==> config.mk <==
export PLATFORM = sky130hd
export DESIGN_NAME = cartridge_bank_mapper_core
export DESIGN_NICKNAME = d
export VERILOG_FILES = /design/src/rtl/cbm_pkg.sv /design/src/rtl/cbm_cfg.sv /design/src/rtl/cbm_bank.sv /design/src/rtl/cartridge_bank_mapper_core.sv
export VERILOG_INCLUDE_DIRS = /design/src /design/src/rtl
export SDC_FILE = /design/constraint.sdc
export NUM_CORES = 1
export LEC_CHECK = 0
export BUFFER_PORTS_ARGS = -buffer_cell sky130_fd_sc_hd__buf_4
export CAP_MARGIN = 20
export CORE_AREA = 5 5 88 90
export CTS_CLUSTER_DIAMETER = 150
export DETAILED_ROUTE_END_ITERATION = 10
export DIE_AREA = 0 0 93 95
export PLACE_DENSITY = 0.71
export REMOVE_ABC_BUFFERS = 1
export SETUP_SLACK_MARGIN = 0.3
export SLEW_MARGIN = 20
export SYNTH_ARGS = -nofsm -noshare
export SYNTH_HDL_FRONTEND = slang
export SYNTH_SLANG_ARGS = --single-unit
export TNS_END_PERCENT = 30
==> constraint.sdc <==
create_clock -name clk -period 2.28 [get_ports clk]
set_clock_uncertainty 0.2 [all_clocks]
set_input_delay 0.228 -clock clk [delete_from_list [all_inputs] [get_ports clk]]
set_output_delay 0.228 -clock clk [all_outputs]
set_load 0.05 [all_outputs]
==> src/rtl/cartridge_bank_mapper_core_defines.svh <==
// assertion macros for the cartridge bank mapper
// included by the rtl files that carry checks; no other dependencies
`ifndef CARTRIDGE_BANK_MAPPER_CORE_DEFINES_SVH
`define CARTRIDGE_BANK_MAPPER_CORE_DEFINES_SVH
`ifndef SYNTHESIS
`define CBM_ASSERT(lbl, ck, rs, prop, msg) \
  lbl: assert property (@(posedge ck) disable iff (rs) (prop)) else $error(msg);
`define CBM_ASSERT_NEVER(lbl, ck, rs, cond, msg) \
  lbl: assert property (@(posedge ck) disable iff (rs) !(cond)) else $error(msg);
`else
`define CBM_ASSERT(lbl, ck, rs, prop, msg)
`define CBM_ASSERT_NEVER(lbl, ck, rs, cond, msg)
`endif
`endif

==> src/rtl/cbm_pkg.sv <==
// shared types, codes and helpers for the cartridge bank mapper
// used by every module of the block; no dependencies
package cbm_pkg;

  typedef enum logic {
    CMD_READ  = 1'b0,
    CMD_WRITE = 1'b1
  } cmd_t;

  typedef enum logic {
    CFG_ROM_BANK_COUNT = 1'b0,
    CFG_RAM_BANK_COUNT = 1'b1
  } cfg_reg_t;

  // bus address regions by address bits 15:13
  localparam logic [2:0] RGN_RAM_ENABLE = 3'd0;
  localparam logic [2:0] RGN_BANK_LOW   = 3'd1;
  localparam logic [2:0] RGN_BANK_HIGH  = 3'd2;
  localparam logic [2:0] RGN_MODE       = 3'd3;
  localparam logic [2:0] RGN_RAM_WIN    = 3'd5;

  localparam logic [3:0] RAM_ENABLE_KEY = 4'hA;
  localparam logic [7:0] FILL_MISS      = 8'hFF;

  localparam int unsigned CFG_DATA_W = 8;
  localparam int unsigned ADDR_W     = 21;

  typedef struct packed {
    logic [7:0]  write_byte;
    logic [15:0] bus_addr;
    cmd_t        cmd;
  } item_t;

  typedef struct packed {
    logic [7:0]        fill_byte;
    logic [ADDR_W-1:0] cart_addr;
    logic              to_ram;
    logic              mapped;
  } result_t;

  typedef struct packed {
    logic [6:0] rom;
    logic [1:0] ram;
  } bank_mask_t;

  // highest power of two not above count, minus one; zero for a zero count
  function automatic logic [7:0] count_mask(input logic [7:0] count);
    logic [7:0] s;
    s = count;
    s = s | (s >> 1);
    s = s | (s >> 2);
    s = s | (s >> 4);
    return s >> 1;
  endfunction

endpackage

==> src/rtl/cbm_cfg.sv <==
// configuration registers: bank counts held as their address masks
// depends on cbm_pkg
module cbm_cfg (
  input  logic                             clk,
  input  logic                             rst,
  input  logic                             cfg_we,
  input  logic [0:0]                       cfg_index,
  input  logic [cbm_pkg::CFG_DATA_W-1:0]   cfg_data,
  output cbm_pkg::bank_mask_t              mask
);

  logic [7:0] rom_full;
  logic [7:0] ram_full;

  always_comb begin
    rom_full = cbm_pkg::count_mask(cfg_data);
    ram_full = cbm_pkg::count_mask({5'd0, cfg_data[2:0]});
  end

  always_ff @(posedge clk) begin
    if (rst) begin
      mask.rom <= 7'd1;
      mask.ram <= 2'd0;
    end else if (cfg_we) begin
      unique case (cbm_pkg::cfg_reg_t'(cfg_index))
        cbm_pkg::CFG_ROM_BANK_COUNT: mask.rom <= rom_full[6:0];
        cbm_pkg::CFG_RAM_BANK_COUNT: mask.ram <= ram_full[1:0];
        default: ;
      endcase
    end
  end

endmodule

==> src/rtl/cbm_bank.sv <==
// bank state registers and the access decode that maps one request
// depends on cbm_pkg
module cbm_bank (
  input  logic                clk,
  input  logic                rst,
  input  logic                advance,
  input  cbm_pkg::item_t      item,
  input  cbm_pkg::bank_mask_t mask,
  output cbm_pkg::result_t    res
);

  logic       ram_enable;
  logic       bank_mode;
  logic [4:0] bank_low;
  logic [1:0] bank_high;
  logic       ram_enable_next;
  logic       bank_mode_next;
  logic [4:0] bank_low_next;
  logic [1:0] bank_high_next;

  logic [2:0] rgn;
  logic       is_wr;
  logic       ram_hit;
  logic [6:0] rom_bank;
  logic [1:0] ram_bank;

  always_comb begin
    rgn     = item.bus_addr[15:13];
    is_wr   = (item.cmd == cbm_pkg::CMD_WRITE);
    ram_hit = (rgn == cbm_pkg::RGN_RAM_WIN) && ram_enable;
    rom_bank = (bank_mode ? {2'd0, bank_low} : {bank_high, bank_low}) & mask.rom;
    ram_bank = bank_mode ? (bank_high & mask.ram) : 2'd0;

    ram_enable_next = ram_enable;
    bank_mode_next  = bank_mode;
    bank_low_next   = bank_low;
    bank_high_next  = bank_high;
    if (is_wr) begin
      unique case (rgn)
        cbm_pkg::RGN_RAM_ENABLE:
          ram_enable_next = (item.write_byte[3:0] == cbm_pkg::RAM_ENABLE_KEY);
        cbm_pkg::RGN_BANK_LOW:
          bank_low_next = (item.write_byte[4:0] == 5'd0) ? 5'd1 : item.write_byte[4:0];
        cbm_pkg::RGN_BANK_HIGH:
          bank_high_next = item.write_byte[1:0];
        cbm_pkg::RGN_MODE:
          bank_mode_next = (item.write_byte != 8'd0);
        default: ;
      endcase
    end

    res = '0;
    if (ram_hit) begin
      res.mapped    = 1'b1;
      res.to_ram    = 1'b1;
      res.cart_addr = {6'd0, ram_bank, item.bus_addr[12:0]};
    end else if (!is_wr) begin
      if (item.bus_addr[15:14] == 2'b00) begin
        res.mapped    = 1'b1;
        res.cart_addr = {5'd0, item.bus_addr};
      end else if (item.bus_addr[15:14] == 2'b01) begin
        res.mapped    = 1'b1;
        res.cart_addr = {rom_bank, item.bus_addr[13:0]};
      end else begin
        res.fill_byte = cbm_pkg::FILL_MISS;
      end
    end
  end

  always_ff @(posedge clk) begin
    if (rst) begin
      ram_enable <= 1'b0;
      bank_mode  <= 1'b0;
      bank_low   <= 5'd1;
      bank_high  <= 2'd0;
    end else if (advance) begin
      ram_enable <= ram_enable_next;
      bank_mode  <= bank_mode_next;
      bank_low   <= bank_low_next;
      bank_high  <= bank_high_next;
    end
  end

endmodule

==> src/rtl/cartridge_bank_mapper_core.sv <==
// Cartridge bank mapper: each bus request is taken into an input register,
// decoded and mapped combinationally on its way to a result register; a result
// is presented from that result register, and one request is taken
// every cycle while the result side keeps up. Bank register writes take effect
// as their request moves into the result register, so the very next request
// already sees the new bank with no gap. Count registers are written through
// the configuration port and are stored as address masks.
// top level; depends on cbm_pkg, cbm_cfg, cbm_bank and the defines header
`include "cartridge_bank_mapper_core_defines.svh"
module cartridge_bank_mapper_core (
  input  logic                           clk,
  input  logic                           rst,
  input  logic                           s_tvalid,
  output logic                           s_tready,
  input  logic [23:0]                    s_tdata,   // bus_addr[15:0], write_byte[23:16]
  input  logic [0:0]                     s_tuser,   // cmd[0]
  output logic                           m_tvalid,
  input  logic                           m_tready,
  output logic [31:0]                    m_tdata,   // cart_addr[20:0], fill_byte[28:21], zeros
  output logic [1:0]                     m_tuser,   // mapped[0], to_ram[1]
  input  logic                           cfg_we,
  input  logic [0:0]                     cfg_index,
  input  logic [cbm_pkg::CFG_DATA_W-1:0] cfg_data
);

  logic                in_vld;
  cbm_pkg::item_t      in_item;
  logic                out_vld;
  cbm_pkg::result_t    out_res;
  cbm_pkg::result_t    res;
  cbm_pkg::bank_mask_t mask;
  logic                out_free;
  logic                advance;

  assign out_free = !out_vld || m_tready;
  assign advance  = in_vld && out_free;
  assign s_tready = !in_vld || out_free;

  cbm_cfg u_cfg (
    .clk       (clk),
    .rst       (rst),
    .cfg_we    (cfg_we),
    .cfg_index (cfg_index),
    .cfg_data  (cfg_data),
    .mask      (mask)
  );

  cbm_bank u_bank (
    .clk     (clk),
    .rst     (rst),
    .advance (advance),
    .item    (in_item),
    .mask    (mask),
    .res     (res)
  );

  // input register
  always_ff @(posedge clk) begin
    if (rst) begin
      in_vld <= 1'b0;
    end else if (s_tvalid && s_tready) begin
      in_vld <= 1'b1;
    end else if (advance) begin
      in_vld <= 1'b0;
    end
  end

  always_ff @(posedge clk) begin
    if (s_tvalid && s_tready) begin
      in_item.cmd        <= cbm_pkg::cmd_t'(s_tuser[0]);
      in_item.bus_addr   <= s_tdata[15:0];
      in_item.write_byte <= s_tdata[23:16];
    end
  end

  // result register
  always_ff @(posedge clk) begin
    if (rst) begin
      out_vld <= 1'b0;
    end else if (advance) begin
      out_vld <= 1'b1;
    end else if (m_tready) begin
      out_vld <= 1'b0;
    end
  end

  always_ff @(posedge clk) begin
    if (advance) begin
      out_res <= res;
    end
  end

  assign m_tvalid = out_vld;
  assign m_tdata  = {3'd0, out_res.fill_byte, out_res.cart_addr};
  assign m_tuser  = {out_res.to_ram, out_res.mapped};

  `CBM_ASSERT(a_unmapped_zero, clk, rst, (m_tvalid && !out_res.mapped) |-> (out_res.cart_addr == '0 && !out_res.to_ram), "unmapped result carries an address")
  `CBM_ASSERT_NEVER(a_fill_on_map, clk, rst, m_tvalid && out_res.mapped && (out_res.fill_byte != 8'd0), "fill set on a mapped result")
  `CBM_ASSERT(a_fill_code, clk, rst, m_tvalid |-> (out_res.fill_byte == 8'd0 || out_res.fill_byte == cbm_pkg::FILL_MISS), "bad fill value")
  `CBM_ASSERT(a_empty_ready, clk, rst, !in_vld |-> s_tready, "input register empty but not ready")

endmodule

Word-level counts from Yosys, hierarchy flattened --
Cells that the tools add are included.
Storage, ports and cells: logic and storage cells 71, bits in registers 76, input bits 39, output and inout bits 36
Cells by class: muxes and demuxes 16, reductions and logical operators 22, equality and inequality tests 6, bitwise operators 10
Operator list (count):
- two-way mux 16 bit | 2
- two-way mux 15 bit | 2
- AND reduction 3 bit | 4
- two-way mux 1 bit | 8
- two-way mux 8 bit | 1
- OR 8 x 4 -> 8 bit | 1
- OR 8 x 6 -> 8 bit | 1
- OR 8 x 7 -> 8 bit | 1
- nonzero test 8 bit | 1
- AND 7 bit | 1
- two-way mux 7 bit | 1
- == test 3 x 2 -> 1 bit (second input constant) | 2
- zero test 5 bit | 1
- two-way mux 5 bit | 1
- == test 4 bit (second input constant) | 1
- AND reduction 2 bit | 2
- nonzero test 2 bit | 2
- OR reduction 4 bit | 1
- == test 3 x 1 -> 1 bit (second input constant) | 1
- == test 3 bit (second input constant) | 1
- logical AND 1 bit | 3
- zero test 3 bit | 1
- OR 3 x 1 -> 3 bit | 1
- OR 3 x 2 -> 3 bit | 1
- 10 further kinds | 13

Depth between registers and ports, before layout --
Gate-level depths: netlist of the first run.
word-level depth 6, depth in mapped cells 4, mapped depth without buffers 3

Modules after synthesis --
Synthesis of the first run repeated with hierarchy kept, for this count alone.
Second synthesis, totals: cell total of the unflattened synthesis 201, area, all modules 2900.3 µm²
Modules (own cells, without submodules):
- cartridge_bank_mapper_core | cells each 70, area an instance 1811.7 µm², sequential area each 1721.7 µm², instances 1
- cbm_bank | cells each 92, area an instance 701.9 µm², sequential area each 180.2 µm², instances 1
- cbm_cfg | cells each 39, area an instance 386.6 µm², sequential area each 180.2 µm², instances 1

Worst setup path after synthesis of the first run --
No wires, ideal clock.
path type reg-to-reg, start register out_vld, in the netlist m_tvalid, end register in_item[0] in the netlist's numbering (enable), period minus slack after synthesis 2.426 ns, cell stages (with the launch flop) 4, slack -0.146 ns, buffers on the path 0, arrival time 1.860 ns, library setup time 0.367 ns, data required time 1.713 ns, cells stage by stage dfxtp_1 -> nor2b_1 -> nand2_1 -> and2_1
Between the ends: word-level cells in the longest chain between the ends 4
Ends and longest elaborated chain:
- from (decl) | line cartridge_bank_mapper_core.sv:28 | logic out_vld;
- from (signal assigned) | line cartridge_bank_mapper_core.sv:79 | out_vld <= 1'b0;
- from (signal assigned) | line cartridge_bank_mapper_core.sv:81 | out_vld <= 1'b1;
- from (signal assigned) | line cartridge_bank_mapper_core.sv:83 | out_vld <= 1'b0;
- zero test 1 bit | line cartridge_bank_mapper_core.sv:35 | assign out_free = !out_vld || m_tready;
- logical OR 1 bit | line cartridge_bank_mapper_core.sv:35
- logical OR 1 bit | line cartridge_bank_mapper_core.sv:37 | assign s_tready = !in_vld || out_free;
- net s_tready | line cartridge_bank_mapper_core.sv:14 | output logic s_tready,
- logical AND 1 bit | line cartridge_bank_mapper_core.sv:69 | if (s_tvalid && s_tready) begin
- to (decl) | line cartridge_bank_mapper_core.sv:27 | cbm_pkg::item_t in_item;
The timed path passes the listed nets, and every way through them passes these cells. A chain may end at the register's enable or synchronous reset.

Final worst setup path of the first run --
start register out_vld, in the netlist m_tvalid, end output port s_tready
Between the ends: word-level cells in the longest chain between the ends 3
Ends and longest elaborated chain (line):
- zero test 1 bit | cartridge_bank_mapper_core.sv:35
- logical OR 1 bit | cartridge_bank_mapper_core.sv:35
- logical OR 1 bit | cartridge_bank_mapper_core.sv:37
- to (decl) | cartridge_bank_mapper_core.sv:14
Every way passes these cells.

==> impl_metrics.tcl, run 1 <==
set metrics [dict create \
    status "completed" \
    yosysTopAreaCell "edfxtp_1" \
    async_flop_share_pct 0 \
    synthFlopType "edfxtp_1" \
    cts_root_buffer "clkbuf_8" \
    fillerInstances 606 \
    arrival_ns 1.39 \
    gp_congestion 0.7036 \
    die-area_um2 8835 \
    rows 31 \
    vias 1809 \
    wl_um 5340 \
    reg2regPathDepth 4 \
    io_buffers 70 \
    crit_path_end_kind "primary output" \
    die_w_um 93 \
    synth.area.top_cells "edfxtp_1 (55%), dfxtp_1 (15%), nor2b_1 (3.5%)" \
    worst_slack_ns 0.4612 \
    hpwl_um 3734 \
    crit_required_ns 1.85 \
    yosysTopAreaCellShare_pct 55.24 \
    hp-class "input pin to flop" \
    wire_per_inst_um 13.91 \
    r2r_setup_slack_ns 0.57 \
    dp_slack_ns 0.6058 \
    irDropWorstVdd_uv 392.8 \
    synth_area_um2 2664 \
    clk_latency_ns 0.33 \
    grt_first_pass_wirelength_um 8576 \
    track_usage_pct 12.55 \
    clkTransAtPathRegs_ns 0.07 \
    drc 0 \
    rsz0062_at_grt "false" \
    cts_tree "built" \
    synth_most_common_cell "edfxtp_1" \
    postCtsSetupRepairBufs 0 \
    final_core_util_pct 52.71 \
    n_antenna_cell 0 \
    cts_buffers 9 \
    start_util_pct 38.15 \
    yosys_warnings 0 \
    cp_max_fo 5 \
    finalCriticalPeriod_ns 1.819 \
    ctsHoldBuffers 29 \
    crit_type "flop to primary output" \
    first_global_vias 1801 \
    area_growth_pct 38.14 \
    drtIter0Drc 114 \
    drt-pass1-iter-count 4 \
    clock_sinks 69 \
    ys_types 35 \
    hold_end "u_cfg.mask[1]$_SDFFE_PP0P_" \
    power_per_cell_area_nw_per_um2 688.8 \
    cap_viol_max_count 0 \
    power_leakage_nw 1.446 \
    coreArea_um2 6982 \
    clock_path_buffers 2 \
    nNetsFinal 336 \
    via_per_inst 4.711 \
    top_level_ports 75 \
    synth_edf_count 49 \
    clock.fmax_mhz 549.8 \
    gr-total-overflow 0 \
    min_path_cells 3 \
    grt_max_degree 27 \
    regArea_um2 1872 \
    slew_viol_final 0 \
    finalCritPeriodShare_pct 79.77 \
    min_from "cfg_we" \
    setup_viol 0 \
    hold_viol_final 0 \
    ys_top_cells_by_count "edfxtp_1 (49), dfxtp_1 (20), nor2b_1 (15)" \
    ys_ff_latch 69 \
    antenna_found_initial 0 \
    post_cts_resized 0 \
    reg2reg_from "m_tvalid$_SDFFE_PP0P_" \
    detail-route-antenna-nets 0 \
    start_kind "flop" \
    r2r_end "in_item[2]$_DFFE_PP_" \
    multi_input_area_um2 685.7 \
    h-tree-depth 3 \
    syn_avg_cell_area_um2 13.59 \
    syn_inst 196 \
    die_y_um 95 \
    yosysSeqAreaShare_pct 70.27 \
    drive_gt1_share_pct 29.47 \
]
## worst max-delay path, stage by stage, from the launching register on
cell and delay, ns:
dfxtp_1 0.35, nor2b_1 0.36, nand2_1 0.14, buf_4 0.21
## layout by cell type, fill, tap and decap left out, types with 9 or more instances in the layout
| cell type | synthesis | final |
|---|---|---|
| buf_4 | 10 | 75 |
| edfxtp_1 | 49 | 49 |
| dlygate4sd3_1 | 0 | 29 |
| dfxtp_1 | 20 | 20 |
| nor2b_1 | 15 | 15 |
| nor2_1 | 14 | 13 |
| nand2_1 | 11 | 11 |
| nand2b_1 | 11 | 11 |
| clkbuf_8 | 0 | 9 |
## stage by stage
step	area (um^2)	cells	hold WS (ns)	TNS (ns)	power, W
floorplan	2570	182	0.09707	-14.18	0.001605
CTS	3680	384	0.001445	0	0.002565
finish	3680	384	0.01706	0	0.002534
detailed placement	3238	339	0.2075	0	0.001730
global route	3680	384	0.02911	0	0.002642
global placement	3238	339	0.2067	0	0.001722
## power by group
group          leakage [nW]  internal, W  switching, W
Clock                0.0769     0.000383      0.000410
Sequential            0.645      0.00140     0.0000290
Combinational         0.723     0.000134      0.000175
Total                  1.45      0.00192      0.000615
## final cells by class
class                           instances  area share (%)
Clock buffer                           12           3.672
Inverter                                4          0.4080
Timing Repair Buffer                  104           23.19
Tap cell                               82           2.788
Clock inverter                          4          0.4420
Multi-Input combinational cell        109           18.63
Sequential cell                        69           50.87
## registers in the layout (all words and copies together), names as in the netlist
name and flops:
m_tdata 22, in_item 25, m_tuser 2, m_tvalid 1, in_vld 1, u_bank.ram_enable 1, u_cfg.mask 9, u_bank.bank_low 5
u_bank.bank_high 2, u_bank.bank_mode 1
## cells by family (layout without fill, tap and decap cells)
family | count (synthesis) | in the layout | share of synthesized area (%)
and+or+nand+nor | 78 | 78 | 17.05
DFF | 69 | 69 | 70.27
AOI/OAI and AO/OA | 22 | 22 | 5.919
buffers and inverters | 20 | 124 | 4.368
muxes | 6 | 6 | 2.255
other | 1 | 3 | 0.1408
## routing by layer
layer  global-route usage [%]  part of all wire (%)  routed length (um)  vias to the layer above
met5                        0                     0                   0                        -
met4                    5.861                   1.3                  68                        0
met1                    16.36                    45                2392                      844
li1                         -                     -                   -                      914
met2                    20.22                    50                2671                       41
met3                    2.470                   3.9                 208                       10
## worst max-delay path by stage
stage,start,endpoint,slack [ns],depth (start not counted)
after floorplan,m_tdata[27]$_SDFFCE_PP0P_,m_tdata[21],-0.87,0
after global placement,m_tvalid$_SDFFE_PP0P_,in_item[3]$_DFFE_PP_,0.65,4
after detailed placement,m_tvalid$_SDFFE_PP0P_,in_item[3]$_DFFE_PP_,0.61,4
after CTS,m_tvalid$_SDFFE_PP0P_,s_tready,0.47,3
after global routing,m_tvalid$_SDFFE_PP0P_,s_tready,0.30,3
final,m_tvalid$_SDFFE_PP0P_,s_tready,0.46,3
Note: power is estimated with default switching activity, not from simulation.
==> run 2, diff against run 1 <==
==> constraint.sdc (replaced) <==
create_clock -name clk -period 1.64 [get_ports clk]
set_clock_uncertainty 0.2 [all_clocks]
set_input_delay 0.164 -clock clk [delete_from_list [all_inputs] [get_ports clk]]
set_output_delay 0.164 -clock clk [all_outputs]
set_load 0.05 [all_outputs]
==> impl_metrics.tcl, run 2 (synthesis results as in run 1) <==
set metrics [dict create \
    finalCritPeriodShare_pct 95.25 \
    top_level_ports 75 \
    worstPathCellList "and4b_2 > nor2_4 > buf_6 > nor2b_1" \
    power_leakage_nw 1.621 \
    cp_max_fo 7 \
    hold_end "u_cfg.mask[7]$_SDFFE_PP0P_" \
    status "completed" \
    io_buffers 70 \
    drive_gt1_share_pct 40.00 \
    dp.cells 348 \
    power_per_cell_area_nw_per_um2 929.1 \
    via_per_inst 4.670 \
    crit_type "flop to flop" \
    crit_required_ns 1.52 \
    track_usage_pct 13.79 \
    n_antenna_cell 0 \
    antenna_found_initial 0 \
    rows 31 \
    irDropWorstVdd_uv 462.8 \
    slew_viol_final 0 \
    critPathLaunch "in_item[16]$_DFFE_PP_" \
    clkTransAtPathRegs_ns 0.07 \
    grt_first_pass_wirelength_um 9480 \
    start_util_pct 38.15 \
    cts_root_buffer "clkbuf_8" \
    min_from "cfg_data[7]" \
    die_y_um 95 \
    r2r_setup_slack_ns 0.08 \
    clk_latency_ns 0.32 \
    finalCriticalPeriod_ns 1.562 \
    hp-class "input pin to flop" \
    start_kind "flop" \
    fillerInstances 555 \
    hpwl_um 3710 \
    dp_slack_ns 0.04721 \
    final_core_util_pct 58.39 \
    reg2reg_from "in_item[16]$_DFFE_PP_" \
    largest_register_ffs 25 \
    drt-pass1-iter-count 4 \
    fin_total_pwr_w 0.003788 \
    setup_viol 0 \
    detail-route-antenna-nets 0 \
    reg2regPathDepth 4 \
    worst_slack_ns 0.07787 \
    final_cell_mix "buf_4 (90), edfxtp_1 (49), dlygate4sd3_1 (35), dfxtp_1 (19), nor2b_1 (14)" \
    layout_commonest_cell "buf_4" \
    coreArea_um2 6982 \
    clock_sinks 69 \
    slowest_stage "edfxtp_1" \
    wl_um 5970 \
    fin_cells 412 \
    r2r_end "m_tdata[0]$_DFFE_PP_" \
    gp_congestion 0.7125 \
    clock_path_buffers 2 \
    gr-total-overflow 0 \
    first_global_vias 2029 \
    die_w_um 93 \
    wire_per_inst_um 14.49 \
    hold_viol_final 0 \
    cap_viol_max_count 0 \
    area_growth_pct 53.03 \
    slowest_delay_ns 0.45 \
    drc 0 \
    crit_path_end_kind "flop" \
    die-area_um2 8835 \
    min_path_cells 3 \
    rsz0062_at_grt "true" \
    nNetsFinal 364 \
    arrival_ns 1.44 \
    top_register "in_item" \
    clock.fmax_mhz 640.2 \
    vias 1924 \
    drtIter0Drc 78 \
    grt_max_degree 27 \
    h-tree-depth 3 \
    cts_tree "built" \
    cts_buffers 9 \
]
## run 2: changes by cell type in the layout (fill, tap and decap cells not counted), moves of 2 or more
cell	delta
buf_6	+7
nor3_1	-2
nor2_4	+3
inv_1	-2
and3_4	+2
nor2_1	-2
nor3_2	+2
clkinv_1	-2
dlygate4sd3_1	+6
and3_1	-2
buf_4	+15
inv_2	+2
## run 2: layout make-up
cell class                      instances  area [um^2]  share of cell area [%]
Sequential cell                        69         1873                   45.95
Timing Repair Buffer                  132         1105                   27.10
Multi-Input combinational cell        109        798.3                   19.58
Clock buffer                           11        131.4                   3.223
Tap cell                               82        102.6                   2.517
Clock inverter                          5        51.30                   1.258
Inverter                                4        15.01                  0.3683
## run 2: worst max-delay path by stage
| stage | slack, ns | endpoint |
|---|---|---|
| detailed placement | 0.05 | m_tdata[7]$_DFFE_PP_ |
| floorplan | -1.44 | m_tdata[21] |
| global placement | 0.09 | m_tdata[16]$_SDFFCE_PP0P_ |
| finish | 0.08 | m_tdata[0]$_DFFE_PP_ |
| global route | 0.01 | m_tdata[11]$_DFFE_PP_ |
| CTS | 0.12 | m_tdata[0]$_DFFE_PP_ |
## run 2: power by group
group | internal (W) | switching, W | leakage, nW
combinational | 0.000243 | 0.000280 | 0.885
sequential | 0.00195 | 0.0000336 | 0.646
clock | 0.000693 | 0.000588 | 0.0907
total | 0.00289 | 0.000902 | 1.62
## run 2: repair_timing
item / in CTS / in global routing
endpoints found under the hold margin: 39 / 0
setup endpoints to repair: 89 / 92
hold buffers: 35 / 0
pin swaps: 4 / 3
gates cloned: 2 / 0
setup buffers: 9 / 2
resized for setup: 26 / 9
## run 2: metal layers
layer	vias up	share of wire [%]	GRT usage (%)	routed length, um
li1	968	-	-	-
met1	900	42	16.54	2490
met2	47	53	23.70	3162
met3	9	4.2	3.426	248
met4	0	1.2	5.739	70
met5	-	0	0	0
## run 2: stage by stage
| stage | hold WS (ns) | instance area, um^2 | TNS, ns |
|---|---|---|---|
| 2_1_floorplan | 0.03307 | 2570 | -52.87 |
| 3_3_place_gp | 0.1430 | 3306 | 0 |
| 3_5_place_dp | 0.1433 | 3306 | 0 |
| 4_1_cts | 0.003557 | 4010 | 0 |
| 5_1_grt | 0.003536 | 4076 | 0 |
| 6_report | 0.01787 | 4076 | 0 |
## run 2: worst max-delay path, delay by kind of cell, from the launching register on
kind,cells,cell delay (ns)
DFF,1,0.45
and+or+nand+nor,3,0.51
buffers and inverters,1,0.15
